===== config.mk =====
export PLATFORM = sky130hd
export DESIGN_NAME = press_count_mode_toggle_core
export DESIGN_NICKNAME = d
export VERILOG_FILES = /design/src/rtl/pcmt_pkg.sv /design/src/rtl/pcmt_cfg.sv /design/src/rtl/pcmt_step.sv /design/src/rtl/press_count_mode_toggle_core.sv
export SDC_FILE = /design/constraint.sdc
export NUM_CORES = 1
export LEC_CHECK = 0
export ABC_AREA = 1
export BUFFER_PORTS_ARGS = -buffer_cell sky130_fd_sc_hd__buf_2
export CAP_MARGIN = 20
export CORE_MARGIN = 1
export CORE_UTILIZATION = 25
export CTS_CLUSTER_DIAMETER = 200
export DETAILED_ROUTE_END_ITERATION = 10
export HOLD_SLACK_MARGIN = 0.15
export PLACE_DENSITY = 0.38
export SETUP_SLACK_MARGIN = 0.5
export SYNTH_ARGS = -nofsm -noshare
export SYNTH_HDL_FRONTEND = slang
export SYNTH_SLANG_ARGS = --single-unit

===== constraint.sdc =====
create_clock -name clk -period 10.8 [get_ports clk]
set_clock_uncertainty 0.2 [all_clocks]
set_input_delay 0.54 -clock clk [delete_from_list [all_inputs] [get_ports clk]]
set_output_delay 0.54 -clock clk [all_outputs]
set_load 0.01 [all_outputs]

===== src/rtl/pcmt_pkg.sv =====
// pcmt_pkg: types, codes and constants of the press-count mode toggle
// used by pcmt_cfg, pcmt_step and press_count_mode_toggle_core
// no dependencies
package pcmt_pkg;

    localparam int TICK_W  = 16;
    localparam int CNT_W   = 16;
    localparam int PRESS_W = 4;
    localparam int CFG_W   = 16;
    localparam int IDX_W   = 3;
    localparam int PCODE_W = 3;
    localparam int BLINK_BIT = 8;

    localparam logic [PRESS_W-1:0] PRESS_MAX = 4'd15;

    localparam logic [IDX_W-1:0] CFG_START_MODE       = 3'd0;
    localparam logic [IDX_W-1:0] CFG_PRESS_WINDOW     = 3'd1;
    localparam logic [IDX_W-1:0] CFG_REQUIRED_PRESSES = 3'd2;
    localparam logic [IDX_W-1:0] CFG_CHANGED_TICKS    = 3'd3;
    localparam logic [IDX_W-1:0] CFG_FEEDBACK_TICKS   = 3'd4;

    localparam logic [PCODE_W-1:0] PCODE_IDLE     = 3'd0;
    localparam logic [PCODE_W-1:0] PCODE_COUNTING = 3'd1;
    localparam logic [PCODE_W-1:0] PCODE_CHANGED  = 3'd2;
    localparam logic [PCODE_W-1:0] PCODE_FEEDBACK = 3'd3;
    localparam logic [PCODE_W-1:0] PCODE_LOCKED   = 3'd4;

    typedef enum logic [4:0] {
        PH_IDLE     = 5'b00001,
        PH_COUNTING = 5'b00010,
        PH_CHANGED  = 5'b00100,
        PH_FEEDBACK = 5'b01000,
        PH_LOCKED   = 5'b10000
    } phase_t;

    typedef struct packed {
        logic               start_mode;
        logic [CNT_W-1:0]   press_window;
        logic [PRESS_W-1:0] required_presses;
        logic [CNT_W-1:0]   changed_ticks;
        logic [CNT_W-1:0]   feedback_ticks;
    } cfg_t;

    typedef struct packed {
        logic [CNT_W-1:0]   countdown;
        logic [PRESS_W-1:0] press_total;
        logic               button_held;
        logic               chance_spent;
        phase_t             phase;
        logic               mode_flip;
    } state_t;

    typedef struct packed {
        logic              unplugged;
        logic [TICK_W-1:0] tick_value;
        logic              button_down;
    } item_t;

    typedef struct packed {
        logic               mode_now;
        logic               led_write;
        logic               led_red;
        logic               led_grn;
        logic               save_strobe;
        logic [PCODE_W-1:0] phase;
    } result_t;

    function automatic logic [PCODE_W-1:0] phase_code(input phase_t ph);
        logic [PCODE_W-1:0] code;
        case (ph)
            PH_IDLE:     code = PCODE_IDLE;
            PH_COUNTING: code = PCODE_COUNTING;
            PH_CHANGED:  code = PCODE_CHANGED;
            PH_FEEDBACK: code = PCODE_FEEDBACK;
            PH_LOCKED:   code = PCODE_LOCKED;
            default:     code = PCODE_IDLE;
        endcase
        return code;
    endfunction

endpackage


===== src/rtl/pcmt_cfg.sv =====
// pcmt_cfg: configuration register file of the press-count mode toggle
// depends on pcmt_pkg
module pcmt_cfg (
    input  logic                       clk,
    input  logic                       rst_n,
    input  logic                       cfg_we,
    input  logic [pcmt_pkg::IDX_W-1:0] cfg_index,
    input  logic [pcmt_pkg::CFG_W-1:0] cfg_data,
    output pcmt_pkg::cfg_t             cfg
);
    import pcmt_pkg::*;

    cfg_t cfg_reg;
    cfg_t cfg_next;

    always_comb
    begin
        cfg_next = cfg_reg;
        if (cfg_we)
        begin
            case (cfg_index)
                CFG_START_MODE:       cfg_next.start_mode       = cfg_data[0];
                CFG_PRESS_WINDOW:     cfg_next.press_window     = cfg_data[CNT_W-1:0];
                CFG_REQUIRED_PRESSES: cfg_next.required_presses = cfg_data[PRESS_W-1:0];
                CFG_CHANGED_TICKS:    cfg_next.changed_ticks    = cfg_data[CNT_W-1:0];
                CFG_FEEDBACK_TICKS:   cfg_next.feedback_ticks   = cfg_data[CNT_W-1:0];
                default:              cfg_next = cfg_reg;
            endcase
        end
    end

    always_ff @(posedge clk or negedge rst_n)
    begin
        if (!rst_n)
        begin
            cfg_reg.start_mode       <= 1'b0;
            cfg_reg.press_window     <= 16'd1000;
            cfg_reg.required_presses <= 4'd5;
            cfg_reg.changed_ticks    <= 16'd1000;
            cfg_reg.feedback_ticks   <= 16'd2000;
        end
        else
        begin
            cfg_reg <= cfg_next;
        end
    end

    assign cfg = cfg_reg;

endmodule


===== src/rtl/pcmt_step.sv =====
// pcmt_step: next-state and result logic for one polled item
// depends on pcmt_pkg
module pcmt_step #(
    parameter int SEEN_BITS = 16
) (
    input  pcmt_pkg::cfg_t         cfg,
    input  pcmt_pkg::state_t       st,
    input  logic [SEEN_BITS-1:0]   tick_seen,
    input  pcmt_pkg::item_t        item,
    output pcmt_pkg::state_t       st_next,
    output logic [SEEN_BITS-1:0]   tick_seen_next,
    output pcmt_pkg::result_t      res
);
    import pcmt_pkg::*;

    logic [SEEN_BITS-1:0] tick;
    logic                 blink;
    logic                 mode;

    assign tick  = item.tick_value[SEEN_BITS-1:0];
    assign blink = tick[BLINK_BIT];

    always_comb
    begin
        st_next        = st;
        tick_seen_next = tick_seen;
        res            = '0;
        mode           = 1'b0;

        if (item.unplugged)
        begin
            st_next.press_total  = '0;
            st_next.phase        = PH_IDLE;
            st_next.chance_spent = 1'b0;
        end
        else if (tick != tick_seen)
        begin
            tick_seen_next = tick;

            // window expiry judges the press count
            if (st.countdown != '0)
            begin
                st_next.countdown = st.countdown - CNT_W'(1);
                if (st_next.countdown == '0 && st.phase == PH_COUNTING)
                begin
                    if (st.press_total == cfg.required_presses && !st.chance_spent)
                    begin
                        st_next.mode_flip    = ~st.mode_flip;
                        res.save_strobe      = 1'b1;
                        st_next.chance_spent = 1'b1;
                        st_next.phase        = PH_CHANGED;
                        st_next.countdown    = cfg.changed_ticks;
                    end
                    else if (!st.chance_spent)
                    begin
                        st_next.press_total = '0;
                        st_next.phase       = PH_IDLE;
                    end
                    else
                    begin
                        st_next.phase = PH_LOCKED;
                    end
                end
            end

            // led feedback
            if (st_next.phase == PH_CHANGED)
            begin
                res.led_write = 1'b1;
                res.led_red   = 1'b1;
                res.led_grn   = 1'b1;
                if (st_next.countdown == '0)
                begin
                    st_next.phase     = PH_FEEDBACK;
                    st_next.countdown = cfg.feedback_ticks;
                end
            end
            else if (st_next.phase == PH_FEEDBACK)
            begin
                mode          = cfg.start_mode ^ st_next.mode_flip;
                res.led_write = 1'b1;
                res.led_red   = blink;
                res.led_grn   = mode ? blink : ~blink;
                if (st_next.countdown == '0)
                begin
                    st_next.phase = PH_LOCKED;
                end
            end

            // press edge counting
            if (item.button_down && !st.button_held)
            begin
                st_next.button_held = 1'b1;
                if (st_next.phase == PH_IDLE || st_next.phase == PH_COUNTING)
                begin
                    if (st_next.press_total < PRESS_MAX)
                    begin
                        st_next.press_total = st_next.press_total + PRESS_W'(1);
                    end
                    st_next.countdown = cfg.press_window;
                    st_next.phase     = PH_COUNTING;
                    if (st_next.press_total > cfg.required_presses)
                    begin
                        st_next.chance_spent = 1'b1;
                        st_next.phase        = PH_LOCKED;
                    end
                end
            end
            else if (!item.button_down && st.button_held)
            begin
                st_next.button_held = 1'b0;
            end
        end

        res.mode_now = cfg.start_mode ^ st_next.mode_flip;
        res.phase    = phase_code(st_next.phase);
    end

endmodule


===== src/rtl/press_count_mode_toggle_core.sv =====
// press_count_mode_toggle_core: top level of the press-count mode toggle
// path: input register, step logic, result register
// throughput: one item per cycle while out_ready holds, set by the
//   combinational step logic between the input register and the result register
// reset: registers at 0, 1000, 5, 1000, 2000; gesture state cleared, phase idle
// depends on pcmt_pkg, pcmt_cfg and pcmt_step
module press_count_mode_toggle_core #(
    parameter int TICK_BITS = 16
) (
    input  logic                       clk,
    input  logic                       rst_n,
    input  logic                       cfg_we,
    input  logic [pcmt_pkg::IDX_W-1:0] cfg_index,
    input  logic [pcmt_pkg::CFG_W-1:0] cfg_data,
    input  logic                       in_valid,
    output logic                       in_ready,
    input  logic                       unplugged,
    input  logic [pcmt_pkg::TICK_W-1:0] tick_value,
    input  logic                       button_down,
    output logic                       out_valid,
    input  logic                       out_ready,
    output logic                       mode_now,
    output logic                       led_write,
    output logic                       led_red,
    output logic                       led_grn,
    output logic                       save_strobe,
    output logic [pcmt_pkg::PCODE_W-1:0] phase
);
    import pcmt_pkg::*;

    localparam int SEEN_BITS = (TICK_BITS < TICK_W) ? TICK_BITS : TICK_W;

    cfg_t    cfg;
    item_t   in_item_reg;
    logic    in_valid_reg;
    logic    in_valid_next;
    logic    advance;

    state_t  st_reg;
    state_t  st_next;
    logic [SEEN_BITS-1:0] tick_seen_reg;
    logic [SEEN_BITS-1:0] tick_seen_next;

    result_t res;
    result_t out_reg;
    logic    out_valid_reg;
    logic    out_valid_next;

    pcmt_cfg u_cfg (
        .clk       (clk),
        .rst_n     (rst_n),
        .cfg_we    (cfg_we),
        .cfg_index (cfg_index),
        .cfg_data  (cfg_data),
        .cfg       (cfg)
    );

    pcmt_step #(
        .SEEN_BITS (SEEN_BITS)
    ) u_step (
        .cfg            (cfg),
        .st             (st_reg),
        .tick_seen      (tick_seen_reg),
        .item           (in_item_reg),
        .st_next        (st_next),
        .tick_seen_next (tick_seen_next),
        .res            (res)
    );

    assign advance        = in_valid_reg && (!out_valid_reg || out_ready);
    assign in_ready       = !in_valid_reg || advance;
    assign in_valid_next  = (in_valid && in_ready) || (in_valid_reg && !advance);
    assign out_valid_next = advance || (out_valid_reg && !out_ready);

    always_ff @(posedge clk or negedge rst_n)
    begin
        if (!rst_n)
        begin
            in_valid_reg  <= 1'b0;
            out_valid_reg <= 1'b0;
            tick_seen_reg <= '0;
            st_reg.countdown    <= '0;
            st_reg.press_total  <= '0;
            st_reg.button_held  <= 1'b0;
            st_reg.chance_spent <= 1'b0;
            st_reg.phase        <= PH_IDLE;
            st_reg.mode_flip    <= 1'b0;
        end
        else
        begin
            in_valid_reg  <= in_valid_next;
            out_valid_reg <= out_valid_next;
            if (advance)
            begin
                st_reg        <= st_next;
                tick_seen_reg <= tick_seen_next;
            end
        end
    end

    always_ff @(posedge clk)
    begin
        if (in_valid && in_ready)
        begin
            in_item_reg.unplugged   <= unplugged;
            in_item_reg.tick_value  <= tick_value;
            in_item_reg.button_down <= button_down;
        end
        if (advance)
        begin
            out_reg <= res;
        end
    end

    assign out_valid   = out_valid_reg;
    assign mode_now    = out_reg.mode_now;
    assign led_write   = out_reg.led_write;
    assign led_red     = out_reg.led_red;
    assign led_grn     = out_reg.led_grn;
    assign save_strobe = out_reg.save_strobe;
    assign phase       = out_reg.phase;

    // a zero changed_ticks moves straight on to feedback in the toggling item
    a_save_in_changed: assert property (@(posedge clk) disable iff (!rst_n)
        out_valid_reg && out_reg.save_strobe |->
            (out_reg.phase == PCODE_CHANGED || out_reg.phase == PCODE_FEEDBACK))
        else $error("save strobe outside changed phase");

    a_led_quiet: assert property (@(posedge clk) disable iff (!rst_n)
        out_valid_reg && !out_reg.led_write |-> !out_reg.led_red && !out_reg.led_grn)
        else $error("led level driven without led write");

    a_locked_spent: assert property (@(posedge clk) disable iff (!rst_n)
        st_reg.phase == PH_LOCKED |-> st_reg.chance_spent)
        else $error("locked phase without spent chance");

    a_ready_when_empty: assert property (@(posedge clk) disable iff (!rst_n)
        !out_valid_reg |-> in_ready)
        else $error("input stalled while result register empty");

    a_result_follows: assert property (@(posedge clk) disable iff (!rst_n)
        advance |=> out_valid_reg)
        else $error("advanced item produced no result");

endmodule


# After elaboration in Yosys (flattened, before gate mapping)
# Cells that the tools add are included.
[word_totals]
ff_bits = 125
inputBits = 42
output_inout_bits = 10
wordCells = 130
[classes]
n_addsub = 2
order_cmp = 2
n_eq_ne = 15
n_mux = 44
bitwise_logic = 8
reduce_logical = 36
[op_table]
columns = ["operator", "count"]
rows = [
  ["two-way mux 20 bit", 6],
  ["two-way mux 16 bit", 3],
  ["two-way mux 5 bit", 8],
  ["logical NOT 16 bit", 2],
  ["two-way mux 4 bit", 8],
  ["two-way mux 7 bit", 4],
  ["two-way mux 6 bit", 4],
  ["!= test 16 bit", 1],
  ["nonzero test 16 bit", 1],
  ["subtractor 16 x 1 -> 16 bit, second input constant", 1],
  ["== test 5 x 2 -> 1 bit, second input constant", 3],
  ["two-way mux 12 bit", 1],
  ["one-hot mux 3 bit (4 select lines)", 1],
  ["AND reduction 2 bit", 6],
  ["== test 5 x 3 -> 1 bit, second input constant", 2],
  ["== test 5 x 4 -> 1 bit, second input constant", 2],
  ["logical AND 1 bit", 8],
  ["logical NOT 1 bit", 7],
  ["two-way mux 1 bit", 7],
  ["== test 3 x 2 -> 1 bit, second input constant", 2],
  ["two-way mux 3 bit", 2],
  ["inverter 1 bit", 6],
  ["== test 5 x 1 -> 1 bit, second input constant", 1],
  ["== test 5 bit, second input constant", 1],
  ["14 further kinds", 20],
]

# Longest topological paths before layout
# Gate-level depths: netlist of run 1.
[depth]
word_depth = 27
ltp_mapped = 32
mapped_depth_nobuf = 32

# By module
# From an unflattened synthesis of run 1, not the netlist that was laid out.
[unflattened]
cells_unflattened = 1072
area_unflattened_um2 = 7803.7
[by_module_without_submodules]
columns = ["mod", "n_inst", "cells_each", "area_per_inst_um2", "seq_area_each_um2"]
rows = [
  ["pcmt_step", 1, 604, 2974.1, 0.0],
  ["press_count_mode_toggle_core", 1, 228, 2647.5, 1933.1],
  ["pcmt_cfg", 1, 240, 2182.1, 1351.3],
]

# Least setup slack after synthesis of run 1
# No wires, ideal clock.
[synth_timing]
kind = "register to register"
startpoint = "register st_reg[12] in the netlist's numbering"
endpoint = "register out_reg (netlist bit phase[1]) (data pin)"
setup_time_ns = 0.255
arrival_time_ns = 3.484
required_time_ns = 10.345
setup_slack_ns = 6.862
stages_incl_launch_ff = 30
period_less_slack_ns = 3.938
cell_sequence = "dfrtp_1 -> inv_2 -> ha_1 -> inv_1 -> nand2_1 -> nand2_1 -> nor3_1 -> nand3_1 -> nor2_1 -> nand2_1 -> nor2_2 -> and2_1 -> nand4_1 -> nand2_1 -> inv_1 -> ha_1 -> nand3_1 -> inv_1 -> a21oi_1 -> inv_1 -> ha_1 -> nand2_1 -> inv_1 -> o21ai_0 -> a32oi_1 -> nand3_2 -> nand2_1 -> nand2_1 -> nand3_1 -> nor2_1"
[synth_rtl]
columns = ["item", "line", "source"]
rows = [
  ["start: declaration", "press_count_mode_toggle_core.sv:39", "state_t st_reg;"],
  ["start signal: assignment", "press_count_mode_toggle_core.sv:95", "st_reg <= st_next;"],
  ["end signal: assignment", "press_count_mode_toggle_core.sv:111", "out_reg <= res;"],
  ["end: declaration", "press_count_mode_toggle_core.sv:45", "result_t out_reg;"],
]

==> impl_results.md, run 1 <==
* Status: finished clean
* Grt ovf at 0
* WS Path Type: flip-flop to flip-flop
* CTS tree: yes
* Layout cells sized above 1 at 17.08%
* Hold_sp: cfg_data[5]
* VDD IR max at 0.08335 mV
* Area occupied by multi-input gates at 3197 µm²
* Nets@finish at 1039
* Drt wl/cell at about 15 µm
* Postcts setup bufs at 0
* HP Class: primary input to flip-flop
* Initial Util at about a quarter
* Syn-to-layout area delta at 20.22%
* Final Cycle Share at 48.61%
* Clock-pin slew on the worst setup and hold paths at around 0.060 ns
* CTS Buffer Depth at 2
* Most used DFF post-synth: dfrtp_1
* Met3 WL post-DR at 537 µm
* # setup viols final at 0
* CTS resizes at 0
* Gr usage total at 15.29%
* RR Startpoint: st_reg[12]$_DFFE_PN0P_
* Dpl hpwl at ~15000 µm
* Yosys warns at 0
* FF-to-FF path depth at 22
* Post-synth cell types at 39
* Critical Path Start: st_reg[12]$_DFFE_PN0P_
* Die H at 170.4 µm
* Routed length on met1 at 11740 µm
* Sink Count at 125
* Reg area at 3284 µm²
* Cell area power density at 246.3 nW/µm²
* CTS Buf Count at 17
* R2r setup slk at around 5.5 ns
* Vias per cell at between 4 and 5
* Row Count at 61
* RePlAce Congestion at 0.8563
* Post-synthesis register bit count at roughly 130
* Unrepaired setup endpoints after global routing: false
* Post-DRT Antenna Nets at 0
* N_diodes at 0
* Die Span X at 170.4 µm
* Pre-CTS WS at 5.552 ns
* Largest fanout on the critical path at 39
* Port-buffer cells at about 50
* Final Max Tran Viols at 0
* Startpoint type of the worst setup path: flip-flop
* Hold-critical path depth at 3
* Die ar. at 29040 µm²
* EDFF count, synth at 26
* Async set-reset flop share out of synthesis at between 70% and 80%
* Initial DRC count at between 300 and 400
* Final WS setup at roughly 5.5 ns
* Critical Path RT at roughly 11 ns
* Worst-Skew Late Latency at 0.42 ns
* # fillers at 3068
* Leakage at 4.013 nW
* Yosys top cell by area: dfrtp_1
* WHS Endpoint: u_cfg.cfg[21]$_DFFE_PN1P_
* Largest net degree at the start of global routing at between 70 and 80
* Critical path endpoint category: flip-flop
* Post-Syn Nets at 973
* DR top layer: met4
* Synth Cell Area at roughly 7000 µm²
* First-pass GRT wire length at 33730 µm
* Drt first pass iters at 5
* Final WL at 21070 µm
* Tmin final at 5.250 ns
* Setup TNS Final at 0 ns
* Initial antenna violation count at 0
* Max Clock Freq at 0.1905 GHz
* Core ar. at between 20000 and 30000 µm²
* Fin. Hold Viols at 0
* Vias post-DR at 6103
* Synth top area share at 27.53%
* Drt drc at 0
* Depth of the CTS H-tree at 4
* Arrival time at the worst endpoint at 5.32 ns
* Tightest Pin Transition at 0.9917 ns
* Top post-synthesis cells by area: dfrtp_1 28%, nand2_1 14%, edfxtp_1 11%
* Sequential fraction of the synthesis area at a little under half
* Metal2 WL at 8509 µm
* Max_slew headroom at 33.82%
* Number of global-route vias before repair at 5901
* Synth Instances at 922
* Max Cap Viol at 0
* Syn_area_per_cell at 7.690 µm²
* Reg-to-Reg End: phase[0]$_DFFE_PP_
* Clk root buf: clkbuf_16
* Max reg flops at 53
* Top-Level Pins at 52
## metrics by stage
step	std cells	utilization (%)	cell area [µm²]	total power, mW	hold slack [ns]
floorplan	922	-	7091	1.288	0.04441
global placement	1325	27.67	7707	1.539	0.2676
detailed placement	1325	27.67	7707	1.527	0.2740
CTS	1377	30.45	8482	2.118	0.1689
global route	1379	30.60	8524	2.265	0.2030
finish	1379	30.60	8524	2.100	0.1813
## routing by layer
| metal | vias to the layer above | track usage (%) |
|---|---|---|
| li1 | 3135 | - |
| met1 | 2855 | 23.87 |
| met4 | 0 | 4.544 |
| met2 | 96 | 21.01 |
| met3 | 17 | 2.488 |
| met5 | - | 0 |
## layout by cell type, fill, tap and decap left out, types with 2 or more instances in the layout
cell type,n
nand2_1,263
inv_1,108
o21ai_0,105
dfrtp_1,78
nand3_1,57
nor2_1,51
buf_2,50
edfxtp_1,26
nand4_1,23
dfstp_2,21
nor3_1,20
dlygate4sd3_1,20
o22ai_1,18
clkbuf_16,17
inv_2,13
nand2_2,12
a21oi_1,11
nor2_2,10
xnor2_1,10
xor2_1,9
ha_1,9
or2_2,8
nor2_4,7
nand3_2,7
buf_4,6
nor4_1,5
o21ai_1,4
a31oi_1,3
clkinv_2,3
clkinvlp_4,3
clkinv_4,3
clkinv_1,2
o21ai_2,2
a21oi_2,2
o31ai_1,2
bufinv_16,2
inv_6,2
## worst max-delay path, stage by stage, from the launching register on
cell and delay, ns:
dfrtp_1 0.45, inv_2 0.18, ha_1 0.28, nand2_2 0.13
inv_1 0.09, nand2_1 0.05, nand2_1 0.05, nand2_1 0.06
inv_1 0.14, nand2_1 0.08, nor2_2 0.40, nand2_1 0.11
nor2_1 0.23, nand2_1 0.12, nand2_1 0.16, nand3_2 0.18
inv_1 0.19, nand3_2 0.48, nand2_2 0.80, nand2_1 0.22
a21oi_1 0.21, nand3_1 0.11, a21oi_2 0.16
## synth_stat cells (10+ instances only)
| cell | count |
|---|---|
| edfxtp_1 | 26 |
| o22ai_1 | 18 |
| nand3_1 | 57 |
| a21oi_1 | 11 |
| nor3_1 | 20 |
| o21ai_0 | 105 |
| dfrtp_1 | 78 |
| nor2_1 | 52 |
| nand4_1 | 23 |
| nand2_2 | 12 |
| nand2_1 | 263 |
| clkbuf_1 | 19 |
| inv_1 | 108 |
| dfstp_2 | 21 |
| inv_2 | 13 |
| xnor2_1 | 10 |
## timing repair
| action | 4_1_cts | 5_1_grt |
|---|---|---|
| hold buffers | 20 | 0 |
| setup endpoints to repair | 0 | 0 |
| endpoints found under the hold margin | 37 | 0 |
## logic make-up after synthesis
family                   synth area share [%]
AND/OR/NAND/NOR                         29.72
buffers and inverters                   8.629
AO/OA/AOI/OAI                           11.40
flip-flops                              46.32
XOR/XNOR                                2.347
adder cells (fa/ha/maj)                 1.588
## final cells by class
class	count	area share, %
Sequential cell	125	38.53
Multi-Input combinational cell	644	37.50
Timing Repair Buffer	78	6.311
Tap cell	378	5.548
Inverter	122	5.372
Clock buffer	18	5.034
Clock inverter	14	1.703
## power breakdown
part / total [mW] / internal (mW) / switching, mW
registers: 0.696 / 0.595 / 0.101
clock network: 0.573 / 0.340 / 0.233
logic: 0.831 / 0.272 / 0.559
## how the worst max path moves through the flow
stage / end / cells after the start / slack (ns)
global placement: phase[2]$_DFFE_PP_ / 23 / 5.53
global route: phase[2]$_DFFE_PP_ / 23 / 5.03
floorplan: phase[1]$_DFFE_PP_ / 29 / 6.86
finish: phase[0]$_DFFE_PP_ / 22 / 5.55
CTS: phase[0]$_DFFE_PP_ / 23 / 5.53
detailed placement: phase[0]$_DFFE_PP_ / 23 / 5.55
No activity file was read; power rests on OpenSTA's default activity.
==> run 2, diff against run 1 <==
PLACE_DENSITY = 0.39   (was 0.38)
clock period = 4.65 ns   (was 10.8 ns; I/O delays follow)
==> run 2 against run 1 <==
  * Flip-flop and latch count unchanged
  * Die area unchanged
  * Utilization up 2.3 points
  * Critical path type unchanged
  * Critical endpoint unchanged
==> impl_results.md, run 2 (synthesis results as in run 1) <==
* Die ar. at 29040 µm²
* Dpl hpwl at approximately 15000 µm
* Initial DRC count at 450
* Critical path endpoint category: flip-flop
* Fin area at ~9000 µm²
* CP peak stage delay at 0.41 ns
* # setup viols final at 0
* VDD IR max at 0.2123 mV
* Vias per cell at between 4 and 5
* Leakage at 4.256 nW
* Die Span X at 170.4 µm
* Initial antenna violation count at 0
* Syn-to-layout area delta at 29.24%
* Cell area power density at 564.4 nW/µm²
* Drt drc at 0
* Die H at 170.4 µm
* Leading cell types in the layout, fill and taps excluded: 257 x nand2_1, 102 x inv_1, 102 x o21ai_0
* Port-buffer cells at 51
* Unrepaired setup endpoints after global routing: true
* Max stage delay cell, worst path: dfrtp_1
* Power Total at 5.172 mW
* Sink Count at 125
* Vias post-DR at 6305
* Layout cells sized above 1 at 22.17%
* Arrival time at the worst endpoint at 4.04 ns
* Drt first pass iters at 5
* Nets@finish at 1089
* Clock-pin slew on the worst setup and hold paths at 0.07 ns
* N_diodes at 0
* Top-Level Pins at 52
* Max Clock Freq at 0.2471 GHz
* Worst path most repeated cell: nand2_2
* Post-DRT Antenna Nets at 0
* Most common cell after layout, fill and taps aside: nand2_1
* Depth of the CTS H-tree at 4
* Startpoint type of the worst setup path: flip-flop
* Tightest Pin Transition at 0.9844 ns
* Initial Util at 25.45%
* Largest net degree at the start of global routing at 70
* Max Cap Viol at 0
* Critical Path RT at 4.64 ns
* Drt wl/cell at roughly 15 µm
* HP Class: flip-flop to flip-flop
* First-pass GRT wire length at 34180 µm
* Final Max Tran Viols at 0
* Number of global-route vias before repair at 6015
* Clk root buf: clkbuf_16
* CTS tree: yes
* Core ar. at 27860 µm²
* Worst-Skew Late Latency at approximately 0.43 ns
* Gr usage total at 15.43%
* RePlAce Congestion at 0.8572
* Final WL at about 21000 µm
* R2r setup slk at 0.60 ns
* WS Path Type: flip-flop to flip-flop
* CTS Buffer Depth at 2
* Max reg flops at 53
* Setup TNS Final at 0 ns
* Largest fanout on the critical path at 5
* Max_slew headroom at 34.30%
* Tmin final at 4.047 ns
* Grt ovf at 0
* Final Cycle Share at a little under 90%
* Status: finished clean
* Placed inst area at 7845 µm²
* CTS Buf Count at 17
* Fin. Hold Viols at 0
* Row Count at between 60 and 70
* # fillers at 3041
[run 2: per-stage QoR]
step                std cells  worst slack (ns)  hold WS, ns  utilization, %
floorplan                 922            0.7115      -0.2631               -
global placement         1340            0.2645       0.2084           28.16
detailed placement       1340            0.1591       0.2106           28.16
CTS                      1418            0.5029       0.2875           32.07
global route             1429            0.2857       0.2996           32.89
finish                   1429            0.6028       0.2844           32.89
[run 2: final timing paths]
check                                          startpoint  depth (start not counted)                         to
worst max-delay path               st_reg[13]$_DFFE_PN0P_                         29         phase[0]$_DFFE_PP_
worst min-delay path            u_cfg.cfg[27]$_DFFE_PN0P_                          2  u_cfg.cfg[27]$_DFFE_PN0P_
worst max register to register     st_reg[13]$_DFFE_PN0P_                         29         phase[0]$_DFFE_PP_
worst min register to register  u_cfg.cfg[27]$_DFFE_PN0P_                          2  u_cfg.cfg[27]$_DFFE_PN0P_
max in group asynchronous                           rst_n                          3  u_cfg.cfg[39]$_DFFE_PN1P_
min in group asynchronous                           rst_n                          2  u_cfg.cfg[47]$_DFFE_PN0P_
[run 2: final cells by class]
class	instances	area, µm²	share of cell area, %
multi-input cells	644	3358	36.65
flip-flops and latches	125	3287	35.87
repair buffers	128	1002	10.94
well taps	378	473.0	5.161
inverters	122	460.4	5.025
clock buffers	20	446.7	4.874
clock inverters	12	136.4	1.488
[run 2: worst max-delay path, delay by kind of cell, from the launching register on]
family / cells / cell delay (ns)
simple gates: 18 / 1.95
fa+ha+maj: 2 / 0.44
flops: 1 / 0.41
compound gates: 4 / 0.40
buf+inv: 5 / 0.37
[run 2: what timing repair did]
item | in CTS | in global routing
pin swaps | 5 | 21
endpoints found under the setup margin | 5 | 16
buffers inserted | 4 | 10
hold buffers | 42 | 0
gates resized for setup | 12 | 37
endpoints found under the hold margin | 124 | 0
[run 2: power by group]
group          total [mW]  switching, mW  leakage (nW)  internal [mW]
Sequential           1.61          0.225          1.45           1.38
Combinational        2.21           1.38          2.52          0.834
Clock                1.35          0.542         0.279          0.808
[run 2: layer usage]
layer,global-route usage (%),wire (µm),vias to the layer above
li1,-,-,3240
met1,22.84,11070,2944
met2,22.56,9069,106
met3,2.884,747,15
met4,4.348,231,0
met5,0,0,-
==> run 3, diff against run 2 <==
CORE_MARGIN = default   (was 1)
REMOVE_ABC_BUFFERS = 1   (was default)
==> run 3 against run 2 <==
  * Sequential share of layout area is 0.30 points lower
  * Critical endpoint is now phase[2]$_DFFE_PP_
  * Final area is 0.96% higher
  * Worst setup slack better by 0.0076 ns
  * Non-clock buffer count is 5 higher
==> impl_results.md, run 3 (synthesis results as in run 1) <==
* Status: finished clean
* Largest net degree at the start of global routing at 63
* Drt drc at 0
* Worst path most repeated cell: nand2_2
* CTS Buf Count at 17
* Power Total at about 5.2 mW
* Max reg flops at 53
* CTS Buffer Depth at 2
* Initial antenna violation count at 0
* RePlAce Congestion at 0.8963
* Top-Level Pins at 52
* Max_slew headroom at between 40% and 50%
* Routed length on met1 at ~11000 µm
* HP Class: primary input to async pin
* # fillers at 2999
* Die H at 170.4 µm
* Final Max Tran Viols at 0
* Initial Util at 25.45%
* Met3 WL post-DR at 579 µm
* Reg-to-Reg End: phase[2]$_DFFE_PP_
* Placed inst area at 7855 µm²
* Final WL at approximately 22000 µm
* Leakage at 4.273 nW
* Port-buffer cells at 51
* R2r setup slk at about 0.61 ns
* Grt ovf at 0
* Syn-to-layout area delta at 30.47%
* Number of global-route vias before repair at 6331
* CTS tree: yes
* Unrepaired setup endpoints after global routing: true
* Clk root buf: clkbuf_16
* DR top layer: met4
* Critical path endpoint category: flip-flop
* Sink Count at between 100 and 150
* Post-DRT Antenna Nets at 0
* WS Path Type: flip-flop to flip-flop
* VDD IR max at 0.2556 mV
* Row Count at 61
* Depth of the CTS H-tree at 4
* Tmin final at around 4 ns
* First-pass GRT wire length at 34370 µm
* Tightest Pin Transition at 0.8772 ns
* Core ar. at 27860 µm²
* Startpoint type of the worst setup path: flip-flop
* Most common cell after layout, fill and taps aside: nand2_1
* Max Cap Viol at 0
* Max stage delay cell, worst path: dfrtp_2
* Vias post-DR at 6337
* Drt wl/cell at 15.01 µm
* Worst-Skew Late Latency at 0.44 ns
* Dpl hpwl at approximately 15000 µm
* Largest fanout on the critical path at 4
* Leading cell types in the layout, fill and taps excluded: 249 x nand2_1, 103 x o21ai_0, 102 x inv_1
* Metal2 WL at roughly 9800 µm
* Die Span X at 170.4 µm
* CP peak stage delay at 0.46 ns
* Fin area at 9251 µm²
* Final Cycle Share at between 80 and 90%
* Clock-pin slew on the worst setup and hold paths at 0.07 ns
* FF-to-FF path depth at 30
* Vias per cell at roughly 4.4
* # setup viols final at 0
* Arrival time at the worst endpoint at 4.14 ns
* Critical Path RT at 4.75 ns
* Cell area power density at 563.0 nW/µm²
* Fin. Hold Viols at 0
* Max Clock Freq at ~0.25 GHz
* Gr usage total at 15.56%
* Initial DRC count at approximately 360
* Nets@finish at 1094
* Setup TNS Final at 0 ns
* Die ar. at 29040 µm²
* Layout cells sized above 1 at approximately a quarter
* RR Startpoint: st_reg[13]$_DFFE_PN0P_
* N_diodes at 0
* Drt first pass iters at 5
## run 3: worst max-delay path: cells and delay by family (launching register included)
kind | cells | cell delay [ns]
AO/OA/AOI/OAI | 3 | 0.33
flip-flops | 1 | 0.46
adder cells (fa/ha/maj) | 3 | 0.60
AND/OR/NAND/NOR | 18 | 1.89
buffers and inverters | 6 | 0.37
## run 3: area by class of cell
cell class / count / area [µm²] / area share (%)
clock buffers: 17 / 425.4 / 4.598
inverters: 122 / 462.9 / 5.004
repair buffers: 133 / 998.5 / 10.79
multi-input cells: 644 / 3450 / 37.29
flip-flops and latches: 125 / 3291 / 35.57
clock inverters: 15 / 151.4 / 1.636
well taps: 378 / 473.0 / 5.112
## run 3: power breakdown
part / internal [mW] / leakage, nW / total (mW) / switching [mW]
Clock: 0.754 / 0.281 / 1.34 / 0.587
Combinational: 0.840 / 2.54 / 2.24 / 1.40
Sequential: 1.39 / 1.45 / 1.63 / 0.245
Total: 2.98 / 4.27 / 5.21 / 2.23
## run 3: how the worst max path moves through the flow
stage | from | to | slack, ns | cells past startpoint
finish | st_reg[13]$_DFFE_PN0P_ | phase[2]$_DFFE_PP_ | 0.61 | 30
global route | st_reg[13]$_DFFE_PN0P_ | phase[2]$_DFFE_PP_ | 0.28 | 30
CTS | st_reg[16]$_DFFE_PN0P_ | phase[1]$_DFFE_PP_ | 0.51 | 28
detailed placement | st_reg[13]$_DFFE_PN0P_ | phase[1]$_DFFE_PP_ | 0.14 | 29
global placement | st_reg[13]$_DFFE_PN0P_ | phase[1]$_DFFE_PP_ | 0.25 | 29
floorplan | st_reg[12]$_DFFE_PN0P_ | phase[0]$_DFFE_PP_ | 0.68 | 23
## run 3: per-layer routing
| layer | vias up | GRT usage (%) |
|---|---|---|
| met5 | - | 0 |
| met4 | 0 | 4.857 |
| met3 | 23 | 2.791 |
| met2 | 103 | 24.71 |
| met1 | 2963 | 21.33 |
| li1 | 3248 | - |
## run 3: metrics by stage
step | hold slack (ns) | setup WS (ns) | cells | util [%]
floorplan | -0.2631 | 0.6829 | 891 | -
global placement | 0.2085 | 0.2460 | 1341 | 28.10
global route | 0.2872 | 0.2814 | 1434 | 33.21
detailed placement | 0.2097 | 0.1394 | 1342 | 28.20
finish | 0.2443 | 0.6104 | 1434 | 33.21
CTS | 0.2799 | 0.5105 | 1418 | 31.98
## run 3: repair_timing
action	in CTS	in global routing
hold buffers	42	0
pin swaps	1	26
gates resized for setup	14	61
endpoints found under the setup margin	6	26
endpoints found under the hold margin	130	0
setup buffers	2	16
